--- config.mk ---
export PLATFORM = sky130hd
export DESIGN_NAME = sorted_table_binary_search
export DESIGN_NICKNAME = d
export VERILOG_FILES = /design/src/rtl/stbs_pkg.sv /design/src/rtl/stbs_datapath.sv /design/src/rtl/stbs_ctrl.sv /design/src/rtl/sorted_table_binary_search.sv
export SDC_FILE = /design/constraint.sdc
export NUM_CORES = 2
export LEC_CHECK = 0
export ABC_AREA = 0
export BUFFER_PORTS_ARGS = -buffer_cell sky130_fd_sc_hd__buf_4
export CAP_MARGIN = 20
export CORE_MARGIN = 10
export CORE_UTILIZATION = 52
export DETAILED_ROUTE_END_ITERATION = 10
export GPL_TIMING_DRIVEN = 1
export PLACE_DENSITY = 0.74
export SETUP_SLACK_MARGIN = 0.4
export SLEW_MARGIN = 20
export SYNTH_ARGS = -nofsm -noshare
export SYNTH_HDL_FRONTEND = slang
export SYNTH_SLANG_ARGS = --single-unit
--- constraint.sdc ---
create_clock -name clk_i -period 7.45 [get_ports clk_i]
set_clock_uncertainty 0.15 [all_clocks]
set_input_delay 1.1175 -clock clk_i [delete_from_list [all_inputs] [get_ports clk_i]]
set_output_delay 1.1175 -clock clk_i [all_outputs]
set_load 0.01 [all_outputs]
--- src/rtl/stbs_pkg.sv ---
// ----------------------------------------------------------------------------
// stbs_pkg
// Shared types and constants of the sorted table binary search block.
// ----------------------------------------------------------------------------
package stbs_pkg;

  // fixed field widths
  localparam int unsigned DATA_W    = 32;
  localparam int unsigned IDX_W     = 6;
  localparam int unsigned CFG_IDX_W = 1;

  // default table depth
  localparam int unsigned DEPTH_DEFAULT = 64;

  // configuration reset values
  localparam logic [IDX_W-1:0] FIRST_RESET = '0;
  localparam logic [IDX_W-1:0] LAST_RESET  = '1;

  // item operation codes
  typedef enum logic [0:0] {
    OP_WRITE  = 1'b0,
    OP_SEARCH = 1'b1
  } opcode_e;

  // configuration register indexes
  typedef enum logic [CFG_IDX_W-1:0] {
    CFG_FIRST = 1'b0,
    CFG_LAST  = 1'b1
  } cfg_idx_e;

  // input transaction payload
  typedef struct packed {
    opcode_e            opcode;
    logic [IDX_W-1:0]   entry_index;
    logic signed [DATA_W-1:0] value;
  } in_item_t;

  // output transaction payload
  typedef struct packed {
    logic             found;
    logic [IDX_W-1:0] location;
  } out_item_t;

  // controller to datapath commands
  typedef struct packed {
    logic cfg_we;
    logic mem_we;
    logic start;
    logic step;
    logic out_load;
  } ctrl_cmd_t;

  // datapath to controller status
  typedef struct packed {
    logic cont;
    logic hit;
  } dp_status_t;

endpackage

--- src/rtl/stbs_datapath.sv ---
// ----------------------------------------------------------------------------
// stbs_datapath
// Table memory, segment bounds, probe compare and result register.
// ----------------------------------------------------------------------------
module stbs_datapath #(
  parameter int unsigned DEPTH = stbs_pkg::DEPTH_DEFAULT
) (
  input  logic                            clk_i,
  input  logic                            rst_ni,
  input  stbs_pkg::ctrl_cmd_t             cmd_i,
  output stbs_pkg::dp_status_t            status_o,
  input  stbs_pkg::in_item_t              in_data_i,
  input  logic [stbs_pkg::CFG_IDX_W-1:0]  cfg_index_i,
  input  logic [stbs_pkg::IDX_W-1:0]      cfg_data_i,
  output stbs_pkg::out_item_t             out_data_o
);

  localparam int unsigned AW    = $clog2(DEPTH);
  localparam int unsigned IW    = stbs_pkg::IDX_W;
  localparam int unsigned DW    = stbs_pkg::DATA_W;
  localparam bit          ALL_IN = (DEPTH >= (1 << IW));

  // configuration registers
  logic [IW-1:0] first_q, last_q;

  // table memory
  logic signed [DW-1:0] mem_q [DEPTH];
  logic signed [DW-1:0] rdata_q;
  logic                 rd_ok_q;

  // search state: beg in 0..64, end in -1..63
  logic        [IW:0]   beg_q, beg_d;
  logic signed [IW:0]   end_q, end_d;
  logic        [IW-1:0] mid_q, mid_d;
  logic signed [DW-1:0] key_q;
  logic signed [IW+1:0] sum;

  logic signed [DW-1:0] probe;
  logic                 wr_ok;
  logic                 rd_ok;
  logic [AW-1:0]        wr_addr;
  logic [AW-1:0]        rd_addr;

  // result register
  logic          found_q;
  logic [IW-1:0] location_q;

  // configuration writes
  always_ff @(posedge clk_i or negedge rst_ni) begin
    if (!rst_ni) begin
      first_q <= stbs_pkg::FIRST_RESET;
      last_q  <= stbs_pkg::LAST_RESET;
    end else if (cmd_i.cfg_we) begin
      case (stbs_pkg::cfg_idx_e'(cfg_index_i))
        stbs_pkg::CFG_FIRST: first_q <= cfg_data_i;
        stbs_pkg::CFG_LAST:  last_q  <= cfg_data_i;
        default: ;
      endcase
    end
  end

  // next segment bounds and midpoint
  always_comb begin
    beg_d = beg_q;
    end_d = end_q;
    if (cmd_i.start) begin
      beg_d = {1'b0, first_q};
      end_d = signed'({1'b0, last_q});
    end else if (cmd_i.step) begin
      if (key_q < probe) begin
        end_d = signed'({1'b0, mid_q}) - (IW+1)'(1);
      end else begin
        beg_d = {1'b0, mid_q} + (IW+1)'(1);
      end
    end
    // truncating halve: the sum never drops below -1, which halves to 0
    sum = signed'({1'b0, beg_d}) + {end_d[IW], end_d};
    if (sum[IW+1]) begin
      mid_d = '0;
    end else begin
      mid_d = sum[IW:1];
    end
  end

  always_ff @(posedge clk_i) begin
    beg_q <= beg_d;
    end_q <= end_d;
    mid_q <= mid_d;
    if (cmd_i.start) begin
      key_q <= in_data_i.value;
    end
  end

  // index range checks, entries at or above the depth read as zero
  assign wr_ok   = ALL_IN || (int'(in_data_i.entry_index) < int'(DEPTH));
  assign rd_ok   = ALL_IN || (int'(mid_d) < int'(DEPTH));
  assign wr_addr = AW'(in_data_i.entry_index);
  assign rd_addr = AW'(mid_d);

  // table write and registered read at the next midpoint
  always_ff @(posedge clk_i) begin
    if (cmd_i.mem_we && wr_ok) begin
      mem_q[wr_addr] <= in_data_i.value;
    end
    rdata_q <= mem_q[rd_addr];
    rd_ok_q <= rd_ok;
  end

  // probe compare
  assign probe         = rd_ok_q ? rdata_q : '0;
  assign status_o.hit  = (probe == key_q);
  assign status_o.cont = (signed'({1'b0, beg_q}) <= end_q) && (probe != key_q);

  // result register
  always_ff @(posedge clk_i) begin
    if (cmd_i.out_load) begin
      found_q    <= status_o.hit;
      location_q <= status_o.hit ? mid_q : '0;
    end
  end

  assign out_data_o.found    = found_q;
  assign out_data_o.location = location_q;

endmodule

--- src/rtl/stbs_ctrl.sv ---
// ----------------------------------------------------------------------------
// stbs_ctrl
// Sequencer for table writes, search probes and result hand-off.
// ----------------------------------------------------------------------------
module stbs_ctrl (
  input  logic                  clk_i,
  input  logic                  rst_ni,
  input  logic                  in_valid_i,
  input  stbs_pkg::opcode_e     in_opcode_i,
  output logic                  in_stall_o,
  output logic                  out_valid_o,
  input  logic                  out_stall_i,
  input  logic                  cfg_valid_i,
  output logic                  cfg_ready_o,
  output stbs_pkg::ctrl_cmd_t   cmd_o,
  input  stbs_pkg::dp_status_t  status_i
);

  typedef enum logic [0:0] {
    ST_IDLE,
    ST_PROBE
  } state_e;

  state_e state_q;
  logic   out_valid_q;
  logic   idle;
  logic   out_free;

  assign idle     = (state_q == ST_IDLE);
  assign out_free = !out_valid_q || !out_stall_i;

  // handshake outputs
  assign in_stall_o  = !idle;
  assign cfg_ready_o = idle;
  assign out_valid_o = out_valid_q;

  // datapath commands
  always_comb begin
    cmd_o          = '0;
    cmd_o.cfg_we   = cfg_valid_i && idle;
    cmd_o.mem_we   = idle && in_valid_i && (in_opcode_i == stbs_pkg::OP_WRITE);
    cmd_o.start    = idle && in_valid_i && (in_opcode_i == stbs_pkg::OP_SEARCH);
    cmd_o.step     = !idle && status_i.cont;
    cmd_o.out_load = !idle && !status_i.cont && out_free;
  end

  // state and output valid
  always_ff @(posedge clk_i or negedge rst_ni) begin
    if (!rst_ni) begin
      state_q     <= ST_IDLE;
      out_valid_q <= 1'b0;
    end else begin
      if (cmd_o.out_load) begin
        out_valid_q <= 1'b1;
      end else if (!out_stall_i) begin
        out_valid_q <= 1'b0;
      end
      case (state_q)
        ST_IDLE: begin
          if (cmd_o.start) begin
            state_q <= ST_PROBE;
          end
        end
        ST_PROBE: begin
          // a finished search waits here while the result slot is full;
          // the midpoint holds, so the same probe is re-read each cycle
          if (cmd_o.out_load) begin
            state_q <= ST_IDLE;
          end
        end
        default: begin
          state_q <= ST_IDLE;
        end
      endcase
    end
  end

endmodule

--- src/rtl/sorted_table_binary_search.sv ---
// ----------------------------------------------------------------------------
// sorted_table_binary_search
// Binary search over a table of signed words loaded by write transactions.
// ----------------------------------------------------------------------------
//
//  channel  | handshake               | payload
//  ---------+-------------------------+------------------------------------
//  in       | in_valid_i / in_stall_o | in_data_i  : opcode, entry_index, value
//  out      | out_valid_o/out_stall_i | out_data_o : found, location
//  cfg      | cfg_valid_i/cfg_ready_o | cfg_index_i, cfg_data_i
//
//  A write transaction is accepted while idle and does not stall the input.
//  A search is accepted and then runs its probes: each probe is one
//  registered table read and one compare, and in_stall_o holds the input
//  until the search result is loaded.
//  Reset clears the segment bounds to 0 and 63 and the control state; the
//  table contents stay undefined until written. While out_stall_i holds a
//  result, the next search finishes its probes and then waits for the slot.
//
module sorted_table_binary_search #(
  parameter int unsigned DEPTH = stbs_pkg::DEPTH_DEFAULT
) (
  input  logic                            clk_i,
  input  logic                            rst_ni,
  input  logic                            in_valid_i,
  output logic                            in_stall_o,
  input  stbs_pkg::in_item_t              in_data_i,
  output logic                            out_valid_o,
  input  logic                            out_stall_i,
  output stbs_pkg::out_item_t             out_data_o,
  input  logic                            cfg_valid_i,
  output logic                            cfg_ready_o,
  input  logic [stbs_pkg::CFG_IDX_W-1:0]  cfg_index_i,
  input  logic [stbs_pkg::IDX_W-1:0]      cfg_data_i
);

  stbs_pkg::ctrl_cmd_t  cmd;
  stbs_pkg::dp_status_t status;

  // sequencer
  stbs_ctrl u_ctrl (
    .clk_i       (clk_i),
    .rst_ni      (rst_ni),
    .in_valid_i  (in_valid_i),
    .in_opcode_i (in_data_i.opcode),
    .in_stall_o  (in_stall_o),
    .out_valid_o (out_valid_o),
    .out_stall_i (out_stall_i),
    .cfg_valid_i (cfg_valid_i),
    .cfg_ready_o (cfg_ready_o),
    .cmd_o       (cmd),
    .status_i    (status)
  );

  // table and search datapath
  stbs_datapath #(
    .DEPTH (DEPTH)
  ) u_datapath (
    .clk_i       (clk_i),
    .rst_ni      (rst_ni),
    .cmd_i       (cmd),
    .status_o    (status),
    .in_data_i   (in_data_i),
    .cfg_index_i (cfg_index_i),
    .cfg_data_i  (cfg_data_i),
    .out_data_o  (out_data_o)
  );

endmodule
; Word-level counts from Yosys, hierarchy flattened
; Memories as Yosys holds them, arrays and structs flattened. A register that Yosys moved wholly into a read port is not among the register bits.
; Index checks and enable logic that the tools add are counted.
[classes]
add_sub_neg = 3
eq_ne = 3
n_bitwise = 3
n_mux = 14
reduce_logical = 14
magnitude_cmp = 2
[ops]
columns = cell, n
row1 = 7-bit 2-to-1 mux, 6
row2 = 32-bit == test, 1
row3 = 32-bit less-than comparator, 1
row4 = 32-bit inequality test, 1
row5 = 7-bit by 8-bit adder with 8-bit output, 1
row6 = 8-bit by 7-bit <= comparator with 1-bit output, 1
row7 = 1-bit logical AND, 8
row8 = "6-bit by 1-bit adder with 7-bit output, second input constant", 1
row9 = "6-bit by 1-bit subtractor with 7-bit output, second input constant", 1
row10 = 1-bit 2-to-1 mux, 6
row11 = 6-bit 2-to-1 mux, 1
row12 = 2-bit AND reduction, 2
row13 = 1-bit zero test, 3
row14 = 1-bit NOT, 3
row15 = "2-bit by 1-bit inequality test with 1-bit output, second input constant", 1
row16 = 1-bit case mux with 2 select lines, 1
row17 = 1-bit logical OR, 1
[word_totals]
mem_count = 1
ram_bits = 2048
regBits = 73
output_inout_bits = 10
elab_cells = 50
[memory_table]
columns = name, depth, word_bits, rd, rd_clocked_by_memory_dff, wr, line_no
row1 = u_datapath.mem_q, 64, 32, 1, 1, 1, stbs_datapath.sv:27  ; logic signed [DW-1:0] mem_q [DEPTH];

; Longest topological paths before layout
[logic_depth]
word_depth = 7
depth_mapped = 25
ltp_nobuf = 23

; Cells and area by module
; Synthesis repeated with hierarchy kept, for this count alone.
[unflattened]
cells_unflattened = 5599
area_unflattened_um2 = 85867.4
[modules_own_cells]
columns = module, n_inst, area_each_um2, seq_area_each_um2, cells_per_inst
row1 = stbs_datapath, 1, 85753.5, 64018.9, 5585
row2 = stbs_ctrl, 1, 113.9, 50.0, 14

; Least setup slack after synthesis
; No wires, ideal clock.
[synth_timing]
path_kind = register to register
start = register u_datapath.end_q[5]
end = register u_datapath.rdata_q[7] (read register of u_datapath.mem_q)
path_stages_with_launch = 20
path_buffers = 5
t_required_ns = 7.212
path_slack_ns = 1.310
synth_period_minus_slack_ns = 6.140
setup_time_ns = 0.088
arrival_time_ns = 5.902
cell_sequence = dfxtp_1 -> inv_1 -> ha_1 -> a2111oi_4 -> mux2i_1 -> and2_1 -> or3_4 -> nor2_1 -> mux2i_1 -> o21ai_0 -> fa_1 -> buf_1 -> clkbuf_1 -> buf_1 -> buf_1 -> clkbuf_1 -> mux2i_1 -> a221oi_1 -> nor3_1 -> nor4_2
[synth_via]
elab_chain_len = 7
word_cells_on_any_way = 10
cone_classes = add/sub: 1 / order compare: 1 / mux: 6 / reduce/logical: 2
[synth_rtl]
columns = item, line_no
row1 = from (decl), stbs_datapath.sv:33  ; logic signed [IW:0] end_q, end_d;
row2 = from (signal assigned), stbs_datapath.sv:87  ; end_q <= end_d;
row3 = 8-bit by 7-bit <= comparator with 1-bit output, stbs_datapath.sv:112  ; assign status_o.cont = (signed'({1'b0, beg_q}) <= end_q) && (probe != key_q);
row4 = 1-bit logical AND, stbs_datapath.sv:112
row5 = 1-bit logical AND, stbs_ctrl.sv:43  ; cmd_o.step = !idle && status_i.cont;
row6 = 7-bit 2-to-1 mux, stbs_datapath.sv:69  ; end else if (cmd_i.step) begin
row7 = 7-bit 2-to-1 mux, stbs_datapath.sv:66  ; if (cmd_i.start) begin
row8 = named net u_datapath.beg_d[1], stbs_datapath.sv:32  ; logic [IW:0] beg_q, beg_d;
row9 = 7-bit by 8-bit adder with 8-bit output, stbs_datapath.sv:77  ; sum = signed'({1'b0, beg_d}) + {end_d[IW], end_d};
row10 = 6-bit 2-to-1 mux, stbs_datapath.sv:78  ; if (sum[IW+1]) begin
row11 = to (decl), stbs_datapath.sv:28  ; logic signed [DW-1:0] rdata_q;
; The timed path passes the listed nets, and every way through them passes these cells.
; A chain may end at the register's enable or synchronous reset.

; Worst setup path in the final report
[layout_timing]
start = register u_datapath.key_q[19]
end = register u_datapath.rdata_q[23] (read register of u_datapath.mem_q)
[layout_via]
elab_chain_len = 7
word_cells_on_any_way = 12
cone_classes = add/sub: 1 / order compare: 1 / eq/ne: 1 / mux: 7 / reduce/logical: 2
[layout_rtl]
columns = item, line_no
row1 = from (decl), stbs_datapath.sv:35  ; logic signed [DW-1:0] key_q;
row2 = from (signal assigned), stbs_datapath.sv:90  ; key_q <= in_data_i.value;
row3 = branches (longest 3 deep; another with 32-bit less-than comparator), -
row4 = 7-bit 2-to-1 mux (*), stbs_datapath.sv:69
row5 = 7-bit 2-to-1 mux (*), stbs_datapath.sv:66
row6 = named net u_datapath.end_d[4], stbs_datapath.sv:33
row7 = 7-bit by 8-bit adder with 8-bit output (*), stbs_datapath.sv:77
row8 = 6-bit 2-to-1 mux (*), stbs_datapath.sv:78
; Mark *: on every way through the listed nets, which the timed path passes.

==> metrics.yaml <==
detailed_routing:
  wl_per_cell_um: 31.8
  detail-route-antenna-nets: 0
  drt_first_pass_iters: 8
  wirelength_um: 239000
  dr_total_vias: 49762
  drtIter0Drc: 7742
  vias_per_cell: 6.63
  drc: 0
synthesis:
  synth_edf_count: 2087
  ys_async_sr_fraction: 0.00650
  ys_top_cells_by_area: "edfxtp_1 (74%), mux2i_1 (10%), a221o_1 (2.2%)"
  ys_ff_latch: 2153
  syn_avg_cell_area_um2: 17.2
  synth_cell_types: 85
  synth_nets: 5052
  yosysWarnings: 0
  synth_top_area_frac: 0.736
  syn_inst: 4955
  synth_area_mm2: 0.0852
  synth_ff_type: "edfxtp_1"
  synthTopCellsByCount: "edfxtp_1 (2087), mux2i_1 (877), clkbuf_1 (234)"
  yosysSeqAreaShare: 0.752
  yosysTopAreaCell: "edfxtp_1"
  synth.most_common_cell: "edfxtp_1"
setup_path:
  cp-end-kind: "flip-flop"
  cp_num_buf_inv: 2
  max_stage_delay_ps: 1010
  worstPathCellList: "ha_1, a21oi_1, o21ai_1, a2111oi_2, o21ai_1, o21bai_4, buf_12, nand2_2, nor2_1, a21oi_1, o21ai_0, ha_1, a21o_1, a21oi_1, nor2_1, o21ai_0, o31a_2, and3_4, and2_4, buf_12, a221oi_1, a211oi_1, nor4_2"
  crit_required_ps: 8010
  cp_common_cell: "a21oi_1"
  critPathTopFamily: "compound AO/OA/AOI/OAI gates"
  crit_arrival_ps: 7410
  worstSetupStartpointType: "flip-flop"
  crit_slowest_cell: "a211oi_1"
  critPathKind: "flip-flop to flip-flop"
  cp_max_fo: 32
cts:
  clock-sinks: 2153
  clockBufferDepth: 3
  ctsHtreeMaxLevel: 4
  clkTransAtPathRegs_ps: 60
  clockRootBuffer: "clkbuf_16"
  tritoncts: "yes"
  clock_latency_ps: 870
  cts_buffers: 205
floorplanning:
  initial_core_util: 0.523
  dieHeight_um: 425
  ios: 61
  rows: 148
  die_w_um: 425
  die_area_mm2: 0.180
  core_region_area_mm2: 0.163
place:
  port_buffers: 60
  place_area_mm2: 0.0902
  place_congestion: 0.934
  hpwl_um: 137000
global_route:
  grt.busiest_layer: "met2"
  met3_usage: 0.0629
  grt.overflow.total: 0
  grtUsageMet2: 0.384
  grt_max_degree: 110
  track_usage: 0.257
  grt_pass1_vias: 48049
  grt_pass1_wl_um: 340000
  antenna_found_initial: 13
  use_met1: 0.353
sta:
  slew_violations: 0
  setup_viol: 0
  tns_ps: 0
  hold_ws_ps: 322
  maxSlewHeadroom: 0.140
  worst_slew_pin_slew_ps: 1280
  rsz0062_at_grt: "false"
  hold_viol: 0
  final.period_utilization: 0.919
  max_freq_mhz: 146
  finalCriticalPeriod_ps: 6850
final_layout:
  design_area_mm2: 0.0973
  fin_nets: 5253
  final_util: 0.597
  area_growth_pct: 14.2
  drive_gt1_frac: 0.146
run_status:
  status: "complete, no violations"
min_path:
  hold_path_class: "primary input to flip-flop"
run:
  maxCapViolations: 0
## worst paths after layout
path / startpoint / endpoint / slack [ps] / cells after the start
min in group asynchronous: rst_ni / u_ctrl.in_stall_o / 470 / 2
min reg2reg: u_datapath.first_q[0] / u_datapath.beg_q[0] / 350 / 2
max in group asynchronous: rst_ni / u_datapath.last_q[2] / 6430 / 2
min: out_stall_i / u_ctrl.out_valid_o / 320 / 3
max: u_datapath.key_q[19] / u_datapath.rdata_q[23] / 600 / 23
max reg2reg: u_datapath.key_q[19] / u_datapath.rdata_q[23] / 600 / 23
## layout make-up
| cell class | instances | area (um^2) |
|---|---|---|
| Clock inverter | 117 | 1290 |
| Multi-Input combinational cell | 2413 | 20300 |
| Fill cell | 11396 | 65500 |
| Timing Repair Buffer | 329 | 3370 |
| Sequential cell | 2153 | 64100 |
| Inverter | 54 | 210 |
| Clock buffer | 256 | 5320 |
| Tap cell | 2175 | 2720 |
| Antenna cell | 7 | 17.5 |
## cells in the final DEF, fill, tap and decap left out, drive strengths merged, types with 7 or more instances in the layout
cell	netlist	layout
a2111oi	15	15
a211oi	76	76
a21oi	198	198
a221o	184	184
a221oi	158	158
a222oi	31	31
a22oi	50	50
a311oi	11	11
a31oi	13	13
a32o	24	24
a32oi	10	10
and2	17	17
and3	17	18
buf	101	328
bufinv	0	16
clkbuf	235	256
clkinv	1	91
dfrtp	8	8
dfxtp	52	52
diode	0	7
edfxtp	2087	2087
ha	45	45
inv	53	60
mux2	12	12
mux2i	877	877
nand2	230	230
nand3	31	31
nand4	8	8
nor2	96	96
nor3	27	27
nor4	131	131
o21ai	73	73
xnor2	7	7
## sequential cells by signal (all words and copies together) (netlist names)
| signal | count |
|---|---|
| u_ctrl.out_valid_o | 1 |
| u_datapath.mem_q | 2048 |
| u_datapath.first_q | 6 |
| u_datapath.location_q | 6 |
| u_datapath.rdata_q | 32 |
| u_datapath.key_q | 32 |
| u_ctrl.in_stall_o | 1 |
| u_datapath.last_q | 6 |
| u_datapath.found_q | 1 |
| u_datapath.mid_q | 6 |
| u_datapath.end_q | 7 |
| u_datapath.beg_q | 7 |
## layer usage
metal  part of all wire  wire length [um]
met1               0.38             90100
met2               0.45            107000
met3               0.12             28500
met4              0.054             13000
met5            0.00027                64
## repair_timing
item,CTS,global route
hold endpoints to repair,8,0
gates resized for setup,6,21
setup buffers,0,2
hold buffers,1,0
gates cloned,0,1
pin swaps,2,5
endpoints found under the setup margin,22,32
## worst register-to-register path: stages (launching register included)
cell	delay [ps]
edfxtp_1	380
ha_1	310
a21oi_1	140
o21ai_1	120
a2111oi_2	480
o21ai_1	220
o21bai_4	200
buf_12	150
nand2_2	140
nor2_1	150
a21oi_1	50
o21ai_0	240
ha_1	360
a21o_1	210
a21oi_1	300
nor2_1	70
o21ai_0	150
o31a_2	360
and3_4	440
and2_4	480
buf_12	280
a221oi_1	160
a211oi_1	1010
nor4_2	130
## stage by stage
| stage | setup WS (ps) | cells |
|---|---|---|
| finish | 604 | 7504 |
| global route | 363 | 7502 |
| CTS | 441 | 7482 |
| detailed placement | 66.2 | 7108 |
| global placement | 143 | 7095 |
| floorplan | 1310 | 4955 |
## kinds of logic after synthesis
family | after synthesis | synth area share
buffers and inverters | 390 | 0.0188
AOI/OAI and AO/OA | 878 | 0.0816
muxes | 889 | 0.105
xor gates and xnor gates | 11 | 0.00113
adders and majority gates | 46 | 0.00685
DFF | 2153 | 0.752
and+or+nand+nor | 588 | 0.0345
Power is left out: the tool's default activity adds up to more than one toggle a clock period on the data nets, which glitch-free logic cannot reach.
